===== config.mk =====
export PLATFORM = sky130hd
export DESIGN_NAME = state_space_controller_flat
export DESIGN_NICKNAME = d
export VERILOG_FILES = /design/src/hdl/ssc_pkg.sv /design/src/hdl/ssc_in_if.sv /design/src/hdl/ssc_out_if.sv /design/src/hdl/ssc_apb_regs.sv /design/src/hdl/ssc_mac.sv /design/src/hdl/state_space_controller.sv /design/src/flat_wrapper.sv
export SDC_FILE = /design/constraint.sdc
export NUM_CORES = 2
export LEC_CHECK = 0
export BUFFER_PORTS_ARGS = -buffer_cell sky130_fd_sc_hd__buf_4
export CAP_MARGIN = 25
export CORE_MARGIN = 2
export CORE_UTILIZATION = 65
export CTS_CLUSTER_DIAMETER = 30
export CTS_CLUSTER_SIZE = 10
export DETAILED_ROUTE_END_ITERATION = 8
export HOLD_SLACK_MARGIN = 0.02
export PLACE_DENSITY = 0.82
export SLEW_MARGIN = 20
export SYNTH_ARGS = -nofsm -noshare
export SYNTH_HDL_FRONTEND = slang
export SYNTH_SLANG_ARGS = --single-unit

===== constraint.sdc =====
create_clock -name clk -period 10.4 [get_ports clk]
set_clock_uncertainty 0.05 [all_clocks]
set_input_delay 3.12 -clock clk [delete_from_list [all_inputs] [get_ports clk]]
set_output_delay 3.12 -clock clk [all_outputs]
set_load 0.05 [all_outputs]

===== src/hdl/ssc_pkg.sv =====
`timescale 1ns / 1ps
`default_nettype none

package ssc_pkg;

    localparam int DATA_W = 32;
    localparam int ERR_W  = 33;
    localparam int ADDR_W = 3;

    localparam logic ACT_LOAD = 1'b0;
    localparam logic ACT_STEP = 1'b1;

    localparam logic REG_SETPOINT = 1'b0;
    localparam logic REG_GAIN     = 1'b1;

    localparam logic signed [DATA_W-1:0] SAT_MAX = 32'sh7FFF_FFFF;
    localparam logic signed [DATA_W-1:0] SAT_MIN = 32'sh8000_0000;

    typedef enum logic [1:0] {
        ST_IDLE,
        ST_RUN,
        ST_DRAIN,
        ST_DONE
    } ssc_state_t;

    typedef struct packed {
        logic                     valid;
        logic                     first;
        logic                     last;
        logic signed [DATA_W-1:0] a;
        logic signed [ERR_W-1:0]  b;
    } mac_op_t;

    typedef struct packed {
        logic                     valid;
        logic                     clip;
        logic signed [DATA_W-1:0] value;
    } mac_res_t;

    typedef struct packed {
        logic signed [DATA_W-1:0] setpoint;
        logic signed [DATA_W-1:0] gain;
    } cfg_t;

endpackage

`default_nettype wire


===== src/hdl/ssc_in_if.sv =====
`timescale 1ns / 1ps
`default_nettype none

interface ssc_in_if;
    logic               valid;
    logic               ready;
    logic               action;
    logic [2:0]         coef_index;
    logic signed [31:0] coef_value;
    logic signed [31:0] measurement;

    modport source (output valid, action, coef_index, coef_value, measurement, input ready);
    modport sink   (input valid, action, coef_index, coef_value, measurement, output ready);
endinterface

`default_nettype wire


===== src/hdl/ssc_out_if.sv =====
`timescale 1ns / 1ps
`default_nettype none

interface ssc_out_if;
    logic               valid;
    logic               ready;
    logic signed [31:0] drive;
    logic               clipped;

    modport source (output valid, drive, clipped, input ready);
    modport sink   (input valid, drive, clipped, output ready);
endinterface

`default_nettype wire


===== src/hdl/ssc_apb_regs.sv =====
`timescale 1ns / 1ps
`default_nettype none

module ssc_apb_regs (
    input  wire logic                       clk,
    input  wire logic                       rst_n,
    input  wire logic                       psel,
    input  wire logic                       penable,
    input  wire logic                       pwrite,
    input  wire logic [ssc_pkg::ADDR_W-1:0] paddr,
    input  wire logic [31:0]                pwdata,
    output logic [31:0]                     prdata,
    output logic                            pready,
    output ssc_pkg::cfg_t                   cfg
);
    import ssc_pkg::*;

    logic signed [DATA_W-1:0] setpoint_reg;
    logic signed [DATA_W-1:0] gain_reg;
    logic                     reg_idx;
    logic                     wr_en;

    assign reg_idx = paddr[2];
    assign pready  = 1'b1;
    assign wr_en   = psel && penable && pwrite && pready;

    always_ff @(posedge clk or negedge rst_n)
    begin
        if (!rst_n)
        begin
            setpoint_reg <= '0;
            gain_reg     <= '0;
        end
        else if (wr_en)
        begin
            unique case (reg_idx)
                REG_SETPOINT: setpoint_reg <= pwdata;
                REG_GAIN:     gain_reg     <= pwdata;
                default:      ;
            endcase
        end
    end

    always_comb
    begin
        unique case (reg_idx)
            REG_SETPOINT: prdata = setpoint_reg;
            REG_GAIN:     prdata = gain_reg;
            default:      prdata = '0;
        endcase
    end

    assign cfg.setpoint = setpoint_reg;
    assign cfg.gain     = gain_reg;

endmodule

`default_nettype wire


===== src/hdl/ssc_mac.sv =====
`timescale 1ns / 1ps
`default_nettype none

module ssc_mac #(
    parameter int ORDER     = 2,
    parameter int FRAC_BITS = 16
) (
    input  wire logic             clk,
    input  wire logic             rst_n,
    input  wire ssc_pkg::mac_op_t op,
    output ssc_pkg::mac_res_t     res
);
    import ssc_pkg::*;

    localparam int PROD_W = DATA_W + ERR_W;
    localparam int ACC_W  = PROD_W + $clog2(ORDER + 1);

    logic                    p_valid_reg;
    logic                    p_first_reg;
    logic                    p_last_reg;
    logic signed [PROD_W-1:0] prod_reg;
    logic signed [PROD_W-1:0] prod_next;
    logic signed [ACC_W-1:0]  acc_reg;
    logic signed [ACC_W-1:0]  acc_next;
    logic                    done_reg;
    logic signed [ACC_W-1:0]  shifted;
    logic                    fits;

    assign prod_next = PROD_W'(op.a) * PROD_W'(op.b);
    assign acc_next  = (p_first_reg ? '0 : acc_reg) + ACC_W'(prod_reg);

    always_ff @(posedge clk or negedge rst_n)
    begin
        if (!rst_n)
        begin
            p_valid_reg <= 1'b0;
            p_first_reg <= 1'b0;
            p_last_reg  <= 1'b0;
            done_reg    <= 1'b0;
        end
        else
        begin
            p_valid_reg <= op.valid;
            p_first_reg <= op.first;
            p_last_reg  <= op.last;
            done_reg    <= p_valid_reg && p_last_reg;
        end
    end

    always_ff @(posedge clk)
    begin
        prod_reg <= prod_next;
        if (p_valid_reg)
        begin
            acc_reg <= acc_next;
        end
    end

    // The arithmetic shift truncates towards minus infinity; the sum fits when
    // every bit from the sign of the 32-bit result upwards agrees.
    assign shifted = acc_reg >>> FRAC_BITS;
    assign fits    = (&shifted[ACC_W-1:DATA_W-1]) || !(|shifted[ACC_W-1:DATA_W-1]);

    assign res.valid = done_reg;
    assign res.clip  = !fits;
    assign res.value = fits ? shifted[DATA_W-1:0] : (acc_reg[ACC_W-1] ? SAT_MIN : SAT_MAX);

endmodule

`default_nettype wire


===== src/hdl/state_space_controller.sv =====
`timescale 1ns / 1ps
`default_nettype none

// Discrete state-space controller in signed fixed point.
// Input channel in_ch carries either a coefficient load (action low) or a
// control step (action high). A load gives no transfer on the output. A
// step forms e = setpoint - measurement, then one shared multiply-accumulate
// unit works through (ORDER+1)*(ORDER+1) products: first the drive
// C*x + D*e, then each new state row A*x + B*e, all from the old state.
// in_ch is not ready while a step is in progress and becomes ready in the
// same cycle as the result appears, so a new step is not accepted until the
// previous one has finished.
// The result (drive and the clipped flag) waits in an output register. If
// out_ch stalls, the next step completes internally and then holds, with the
// state not yet updated, until the earlier result has been transferred.
// The user must write setpoint and feedthrough gain over the APB port only
// while idle; the block itself does not enforce this.
// Reset clears the state vector, the coefficient store and both registers.
module state_space_controller #(
    parameter int ORDER     = 2,
    parameter int FRAC_BITS = 16
) (
    input  wire logic                       clk,
    input  wire logic                       rst_n,
    ssc_in_if.sink                          in_ch,
    ssc_out_if.source                       out_ch,
    input  wire logic                       psel,
    input  wire logic                       penable,
    input  wire logic                       pwrite,
    input  wire logic [ssc_pkg::ADDR_W-1:0] paddr,
    input  wire logic [31:0]                pwdata,
    output logic [31:0]                     prdata,
    output logic                            pready
);
    import ssc_pkg::*;

    localparam int COEF_COUNT  = ORDER * ORDER + 2 * ORDER;
    localparam int B_BASE      = ORDER * ORDER;
    localparam int C_BASE      = ORDER * ORDER + ORDER;
    // Only slots reachable by the 3-bit index are stored; the rest stay zero.
    localparam int STORE_DEPTH = (COEF_COUNT < 8) ? COEF_COUNT : 8;
    localparam int SIDX_W      = $clog2(STORE_DEPTH);
    localparam int SLOT_W      = $clog2(COEF_COUNT);
    localparam int CNT_W       = $clog2(ORDER + 1);
    localparam int XIDX_W      = (ORDER > 1) ? $clog2(ORDER) : 1;

    cfg_t     cfg;
    mac_op_t  op;
    mac_res_t res;

    ssc_state_t state_reg, state_next;
    logic [CNT_W-1:0]  row_reg, row_next;
    logic [CNT_W-1:0]  col_reg, col_next;
    logic [SLOT_W-1:0] base_reg, base_next;
    logic [SLOT_W-1:0] gslot_reg, gslot_next;
    logic [CNT_W-1:0]  res_row_reg;
    logic [CNT_W-1:0]  res_row_m1;

    logic signed [DATA_W-1:0] store_reg [STORE_DEPTH];
    logic signed [DATA_W-1:0] x_reg     [ORDER];
    logic signed [DATA_W-1:0] nx_reg    [ORDER];
    logic signed [ERR_W-1:0]  e_reg;
    logic signed [DATA_W-1:0] drive_acc_reg;
    logic                     clip_acc_reg;

    logic                     out_valid_reg;
    logic signed [DATA_W-1:0] drive_out_reg;
    logic                     clipped_out_reg;

    logic                     in_ready;
    logic                     in_xfer;
    logic                     start;
    logic                     commit;
    logic                     load_en;
    logic [SLOT_W-1:0]        rd_addr;
    logic signed [DATA_W-1:0] rd_val;
    logic [XIDX_W-1:0]        x_idx;
    logic signed [DATA_W-1:0] x_sel;
    logic                     col_last;

    ssc_apb_regs u_regs (
        .clk     (clk),
        .rst_n   (rst_n),
        .psel    (psel),
        .penable (penable),
        .pwrite  (pwrite),
        .paddr   (paddr),
        .pwdata  (pwdata),
        .prdata  (prdata),
        .pready  (pready),
        .cfg     (cfg)
    );

    ssc_mac #(
        .ORDER     (ORDER),
        .FRAC_BITS (FRAC_BITS)
    ) u_mac (
        .clk   (clk),
        .rst_n (rst_n),
        .op    (op),
        .res   (res)
    );

    assign in_ch.ready = in_ready;
    assign in_xfer     = in_ch.valid && in_ready;
    assign load_en     = in_xfer && (in_ch.action == ACT_LOAD)
                         && ({1'b0, in_ch.coef_index} < 4'(STORE_DEPTH));

    // Operand selection: one store read per cycle, either the matrix entry
    // for this column or, on the error column, the B entry of this row (the gain D on the drive row).
    assign col_last = (col_reg == CNT_W'(ORDER));
    assign rd_addr  = col_last ? gslot_reg : (base_reg + SLOT_W'(col_reg));
    assign rd_val   = ({1'b0, rd_addr} < (SLOT_W + 1)'(STORE_DEPTH))
                      ? store_reg[rd_addr[SIDX_W-1:0]] : '0;
    assign x_idx    = col_last ? '0 : XIDX_W'(col_reg);
    assign x_sel    = x_reg[x_idx];

    always_comb
    begin
        op.valid = 1'b0;
        op.first = (col_reg == '0);
        op.last  = col_last;
        op.a     = (col_last && (row_reg == '0)) ? cfg.gain : rd_val;
        op.b     = col_last ? e_reg : {x_sel[DATA_W-1], x_sel};

        state_next = state_reg;
        row_next   = row_reg;
        col_next   = col_reg;
        base_next  = base_reg;
        gslot_next = gslot_reg;
        in_ready   = 1'b0;
        start      = 1'b0;
        commit     = 1'b0;

        unique case (state_reg)
            ST_IDLE:
            begin
                in_ready = 1'b1;
                if (in_ch.valid && (in_ch.action == ACT_STEP))
                begin
                    start      = 1'b1;
                    row_next   = '0;
                    col_next   = '0;
                    base_next  = SLOT_W'(C_BASE);
                    gslot_next = SLOT_W'(B_BASE);
                    state_next = ST_RUN;
                end
            end
            ST_RUN:
            begin
                op.valid = 1'b1;
                if (col_last)
                begin
                    col_next = '0;
                    row_next = row_reg + CNT_W'(1);
                    if (row_reg == '0)
                    begin
                        base_next = '0;
                    end
                    else
                    begin
                        base_next  = base_reg + SLOT_W'(ORDER);
                        gslot_next = gslot_reg + SLOT_W'(1);
                    end
                    if (row_reg == CNT_W'(ORDER))
                    begin
                        state_next = ST_DRAIN;
                    end
                end
                else
                begin
                    col_next = col_reg + CNT_W'(1);
                end
            end
            ST_DRAIN:
            begin
                if (res.valid && (res_row_reg == CNT_W'(ORDER)))
                begin
                    state_next = ST_DONE;
                end
            end
            ST_DONE:
            begin
                if (!out_valid_reg || out_ch.ready)
                begin
                    commit     = 1'b1;
                    state_next = ST_IDLE;
                end
            end
            default:
            begin
                state_next = ST_IDLE;
            end
        endcase
    end

    always_ff @(posedge clk or negedge rst_n)
    begin
        if (!rst_n)
        begin
            state_reg   <= ST_IDLE;
            row_reg     <= '0;
            col_reg     <= '0;
            base_reg    <= '0;
            gslot_reg   <= '0;
            res_row_reg <= '0;
        end
        else
        begin
            state_reg <= state_next;
            row_reg   <= row_next;
            col_reg   <= col_next;
            base_reg  <= base_next;
            gslot_reg <= gslot_next;
            if (start)
            begin
                res_row_reg <= '0;
            end
            else if (res.valid)
            begin
                res_row_reg <= res_row_reg + CNT_W'(1);
            end
        end
    end

    always_ff @(posedge clk or negedge rst_n)
    begin
        if (!rst_n)
        begin
            for (int i = 0; i < STORE_DEPTH; i++)
            begin
                store_reg[i] <= '0;
            end
        end
        else if (load_en)
        begin
            store_reg[in_ch.coef_index[SIDX_W-1:0]] <= in_ch.coef_value;
        end
    end

    always_ff @(posedge clk or negedge rst_n)
    begin
        if (!rst_n)
        begin
            for (int i = 0; i < ORDER; i++)
            begin
                x_reg[i] <= '0;
            end
        end
        else if (commit)
        begin
            for (int i = 0; i < ORDER; i++)
            begin
                x_reg[i] <= nx_reg[i];
            end
        end
    end

    // Results come back in row order: the drive first, then each new state.
    assign res_row_m1 = res_row_reg - CNT_W'(1);

    always_ff @(posedge clk)
    begin
        if (start)
        begin
            e_reg <= {cfg.setpoint[DATA_W-1], cfg.setpoint}
                     - {in_ch.measurement[DATA_W-1], in_ch.measurement};
        end
        if (res.valid)
        begin
            if (res_row_reg == '0)
            begin
                drive_acc_reg <= res.value;
            end
            else
            begin
                nx_reg[res_row_m1[XIDX_W-1:0]] <= res.value;
            end
        end
        if (commit)
        begin
            drive_out_reg   <= drive_acc_reg;
            clipped_out_reg <= clip_acc_reg;
        end
    end

    always_ff @(posedge clk or negedge rst_n)
    begin
        if (!rst_n)
        begin
            clip_acc_reg  <= 1'b0;
            out_valid_reg <= 1'b0;
        end
        else
        begin
            if (start)
            begin
                clip_acc_reg <= 1'b0;
            end
            else if (res.valid && res.clip)
            begin
                clip_acc_reg <= 1'b1;
            end
            if (commit)
            begin
                out_valid_reg <= 1'b1;
            end
            else if (out_ch.ready)
            begin
                out_valid_reg <= 1'b0;
            end
        end
    end

    assign out_ch.valid   = out_valid_reg;
    assign out_ch.drive   = drive_out_reg;
    assign out_ch.clipped = clipped_out_reg;

endmodule

`default_nettype wire

===== src/flat_wrapper.sv =====
// flat-port wrapper written by rule: the top's interface ports become plain ports
module state_space_controller_flat import ssc_pkg::*;
#(
    parameter int ORDER     = 2,
    parameter int FRAC_BITS = 16
)
  (clk, rst_n, psel, penable, pwrite, paddr, pwdata, prdata, pready, in_ch_valid, in_ch_action, in_ch_coef_index, in_ch_coef_value, in_ch_measurement, in_ch_ready, out_ch_valid, out_ch_drive, out_ch_clipped, out_ch_ready);
  ssc_in_if in_ch_i ();
  ssc_out_if out_ch_i ();
  input  wire logic clk;
  input  wire logic rst_n;
  input  wire logic psel;
  input  wire logic penable;
  input  wire logic pwrite;
  input  wire logic [ssc_pkg::ADDR_W-1:0] paddr;
  input  wire logic [31:0] pwdata;
  output logic [31:0] prdata;
  output logic pready;
  input wire logic [$bits(in_ch_i.valid)-1:0] in_ch_valid;
  input wire logic [$bits(in_ch_i.action)-1:0] in_ch_action;
  input wire logic [$bits(in_ch_i.coef_index)-1:0] in_ch_coef_index;
  input wire logic [$bits(in_ch_i.coef_value)-1:0] in_ch_coef_value;
  input wire logic [$bits(in_ch_i.measurement)-1:0] in_ch_measurement;
  output wire logic [$bits(in_ch_i.ready)-1:0] in_ch_ready;
  output wire logic [$bits(out_ch_i.valid)-1:0] out_ch_valid;
  output wire logic [$bits(out_ch_i.drive)-1:0] out_ch_drive;
  output wire logic [$bits(out_ch_i.clipped)-1:0] out_ch_clipped;
  input wire logic [$bits(out_ch_i.ready)-1:0] out_ch_ready;
  assign in_ch_i.valid = in_ch_valid;
  assign in_ch_i.action = in_ch_action;
  assign in_ch_i.coef_index = in_ch_coef_index;
  assign in_ch_i.coef_value = in_ch_coef_value;
  assign in_ch_i.measurement = in_ch_measurement;
  assign in_ch_ready = in_ch_i.ready;
  assign out_ch_valid = out_ch_i.valid;
  assign out_ch_drive = out_ch_i.drive;
  assign out_ch_clipped = out_ch_i.clipped;
  assign out_ch_i.ready = out_ch_ready;
  state_space_controller #(.ORDER(ORDER), .FRAC_BITS(FRAC_BITS)) u_core (.clk(clk), .rst_n(rst_n), .in_ch(in_ch_i), .out_ch(out_ch_i), .psel(psel), .penable(penable), .pwrite(pwrite), .paddr(paddr), .pwdata(pwdata), .prdata(prdata), .pready(pready));
endmodule

==> results.tsv <==
stage	metric	value	unit
worst_hold_path	min_from	u_core.drive_acc_reg[6]$_DFFE_PP_	
cts	cts_tree	done	
worst_setup_path	required	10.99	ns
global_routing	globalRouteOverflowTotal	0	
finish	syn_to_final_growth	14.6	%
worst_hold_path	holdPathStages	0	
floorplanning	die_area	109000	um^2
cts	clockRootBuffer	clkbuf_16	
worst_setup_path	max_stage_delay	0.56	ns
sta	finalSetupTns	0	ns
logic_synthesis	ys.flop_type	dfrtp_1	
finish	largest_register_ffs	256	
run	drv_cap	0	
detailed_routing	post-route-drc-count	0	
floorplanning	start_util	65.5	%
cts	clkSinkCount	697	
logic_synthesis	synth_cells	6834	
global_routing	antenna_found_initial	14	
pwr	clkPwrFrac	54.7	%
logic_synthesis	synth_top_area_share	32.4	%
pwr	p_seq_share	34.4	%
pwr	p_switching	0.00244	W
sta	finalCritPeriodShare	99.3	%
pwr	p_int	0.00635	W
placement	gp_congestion	1.03	
finish	n_fill_cell	6610	
finish	drive_above_1_share	17.4	%
logic_synthesis	synth_area_leaders	fa_1, dfrtp_1, edfxtp_1, mux2_2, inv_1	
logic_synthesis	syn_area	69000	um^2
detailed_routing	drt_iter0_markers	6034	
placement	placedCellCount	8360	
finish	fin_cells	8651	
worst_setup_path	cp_max_fo	19	
detailed_routing	drt_wl_total	220	mm
sta	setup_viol	0	
sta	final-hold-violation-count	0	
sta	fmax	0.0968	GHz
worst_setup_path	path_delay_family	adder cells	
placement	io_buffers	174	
cts	cts.htree.levels	4	
worst_setup_path	crit_buf_inv	8	
cts	clockBufferDepth	3	
detailed_routing	vias	54300	
global_routing	grt_pass1_wl	335	mm
floorplanning	ioPinCount	178	
floorplanning	die_w	330	um
worst_setup_path	rr_worst_depth	37	
floorplanning	fp.coreArea	105000	um^2
placement	dp_hpwl	159	mm
worst_setup_path	rrSetupSlack	0.07	ns
worst_hold_path	hold_class	reg2reg	
pwr	pwr-share-comb	10.9	%
worst_setup_path	cpMostUsedCell	fa_1	
pwr	power	0.00879	W
detailed_routing	ant_nets	0	
pwr	leakage	38.4	nW
worst_setup_path	criticalPathCategory	reg2reg	
logic_synthesis	synth.most_common_cell	fa_1	
worst_setup_path	endpoint_kind	register	
sta	slew_headroom	15.1	%
pwr	ir_drop	222	uV
logic_synthesis	yosys_warnings	0	
logic_synthesis	synth_edf_count	229	
worst_hold_path	worstHoldEndpoint	u_core.out_ch.drive[6]$_DFFE_PP_	
global_routing	grt_max_degree	103	
worst_setup_path	crit_slowest_cell	fa_1	
logic_synthesis	yosys-top-cells-count	fa_1, inv_1, nand2_1	
sta	slew_viol_final	0	
worst_setup_path	timing.rr.end	u_core.u_mac.prod_reg[64]$_DFF_P_	
logic_synthesis	synth.distinct_cells	75	
floorplanning	fp-row-count	119	
finish	multiInputGateArea	45800	um^2
cts	ctsHoldBuffers	0	
detailed_routing	dr.pass1.iters	9	
detailed_routing	vias_per_cell	6.28	
logic_synthesis	yosys.area.top_type	fa_1	
sta	timing.hold.ws	0.363	ns
finish	regArea	18300	um^2
logic_synthesis	synth_area_per_cell	10.1	um^2
worst_setup_path	r2r-start	u_core.base_reg[1]$_DFFE_PN0P_	
finish	fin_nets	8648	
logic_synthesis	async_reset_ff_share	57.8	%
floorplanning	die_height	330	um
detailed_routing	wire_per_inst	25.5	um
cts	clk_pin_slew	0.04	ns
pwr	switching_share	27.7	%
global_routing	grt.total_usage	41.4	%
cts	clk_latency	0.81	ns
logic_synthesis	ys_seq_area_share	26.5	%
outcome	status	complete, no violations	
pwr	power.density	111	nW/um^2
cts	cts_inserted_buffers	146	
logic_synthesis	ys_ff_latch	697	
global_routing	grt_pass1_vias	58600	
worst_setup_path	start_kind	register	
worst_setup_path	critPathArrivalTime	10.92	ns
sta	worst_pin_slew	1.27	ns
sta	min_period	10.33	ns
-- worst max-delay path by stage --
stage / startpoint / endpoint / slack (ns) / cells after the start
3_3_place_gp: u_core.col_reg[0]$_DFFE_PN0P_ / u_core.u_mac.prod_reg[63]$_DFF_P_ / 0.006 / 35
6_report: u_core.base_reg[1]$_DFFE_PN0P_ / u_core.u_mac.prod_reg[64]$_DFF_P_ / 0.07 / 37
2_1_floorplan: u_core.col_reg[1]$_DFFE_PN0P_ / u_core.u_mac.prod_reg[64]$_DFF_P_ / 0.80 / 37
3_5_place_dp: u_core.col_reg[0]$_DFFE_PN0P_ / u_core.u_mac.prod_reg[63]$_DFF_P_ / -0.05 / 35
5_1_grt: u_core.base_reg[1]$_DFFE_PN0P_ / u_core.u_mac.prod_reg[57]$_DFF_P_ / -0.14 / 38
4_1_cts: u_core.col_reg[1]$_DFFE_PN0P_ / u_core.u_mac.prod_reg[61]$_DFF_P_ / 0.05 / 36
-- cells by family after synthesis --
group / Yosys count / synth area share, %
AOI/OAI and AO/OA: 708 / 6.56
xor gates and xnor gates: 168 / 2.13
adders and majority gates: 1408 / 37.7
buffers and inverters: 1434 / 7.82
DFF: 697 / 26.5
muxes: 447 / 7.24
other: 1 / 0.00544
and+or+nand+nor: 1971 / 12.1
-- stage by stage --
step / area (um^2) / utilization [%] / worst slack, ns
3_5_place_dp: 73600 / 69.9 / -0.0549
5_1_grt: 79100 / 75.1 / -0.138
6_report: 79100 / 75.1 / 0.0718
3_3_place_gp: 73600 / 69.9 / 0.00582
4_1_cts: 78800 / 74.8 / 0.0543
2_1_floorplan: 69000 / - / 0.802
-- power groups by stage --
stage | Clock [W] | Sequential, W | Combinational (W)
5_1_grt | 0.00497 | 0.00302 | 0.00101
3_5_place_dp | 0 | 0.00305 | 0.000904
3_3_place_gp | 0 | 0.00305 | 0.000880
4_1_cts | 0.00482 | 0.00301 | 0.000928
6_report | 0.00481 | 0.00302 | 0.000959
2_1_floorplan | 0 | 0.00299 | 0.000569
-- routing by layer --
layer | routed length (um) | vias to the layer above | GRT usage, %
met3 | 29200 | 1281 | 15.1
met4 | 21200 | 10 | 32.1
li1 | - | 22200 | -
met5 | 72 | - | 0
met1 | 72200 | 26900 | 47.7
met2 | 97600 | 3907 | 63.0
-- layout by cell type, fill, tap and decap left out, types with 147 or more instances in the layout --
master	synthesis	final
clkbuf_16	0	147
a21oi_1	182	165
ha_1	293	293
buf_4	1	447
mux2_2	415	415
edfxtp_1	229	229
fa_1	1115	1111
nor2_1	648	647
nand2_1	904	899
dfrtp_1	403	399
inv_1	1097	1096
-- area by class of cell --
cell class                      count  area share [%]
Multi-Input combinational cell   4705            57.9
Clock buffer                      182            5.02
Antenna cell                        7          0.0221
Clock inverter                     89            1.50
Timing Repair Buffer              482            5.07
Sequential cell                   697            23.1
Tap cell                         1391            2.20
Inverter                         1098            5.22
-- what timing repair did --
action	in CTS	in global routing
setup endpoints to repair	8	24
setup buffers	2	9
resized for setup	2	37
pin swaps	2	0
gates cloned	1	0
Power figures use the tool's default switching activity.
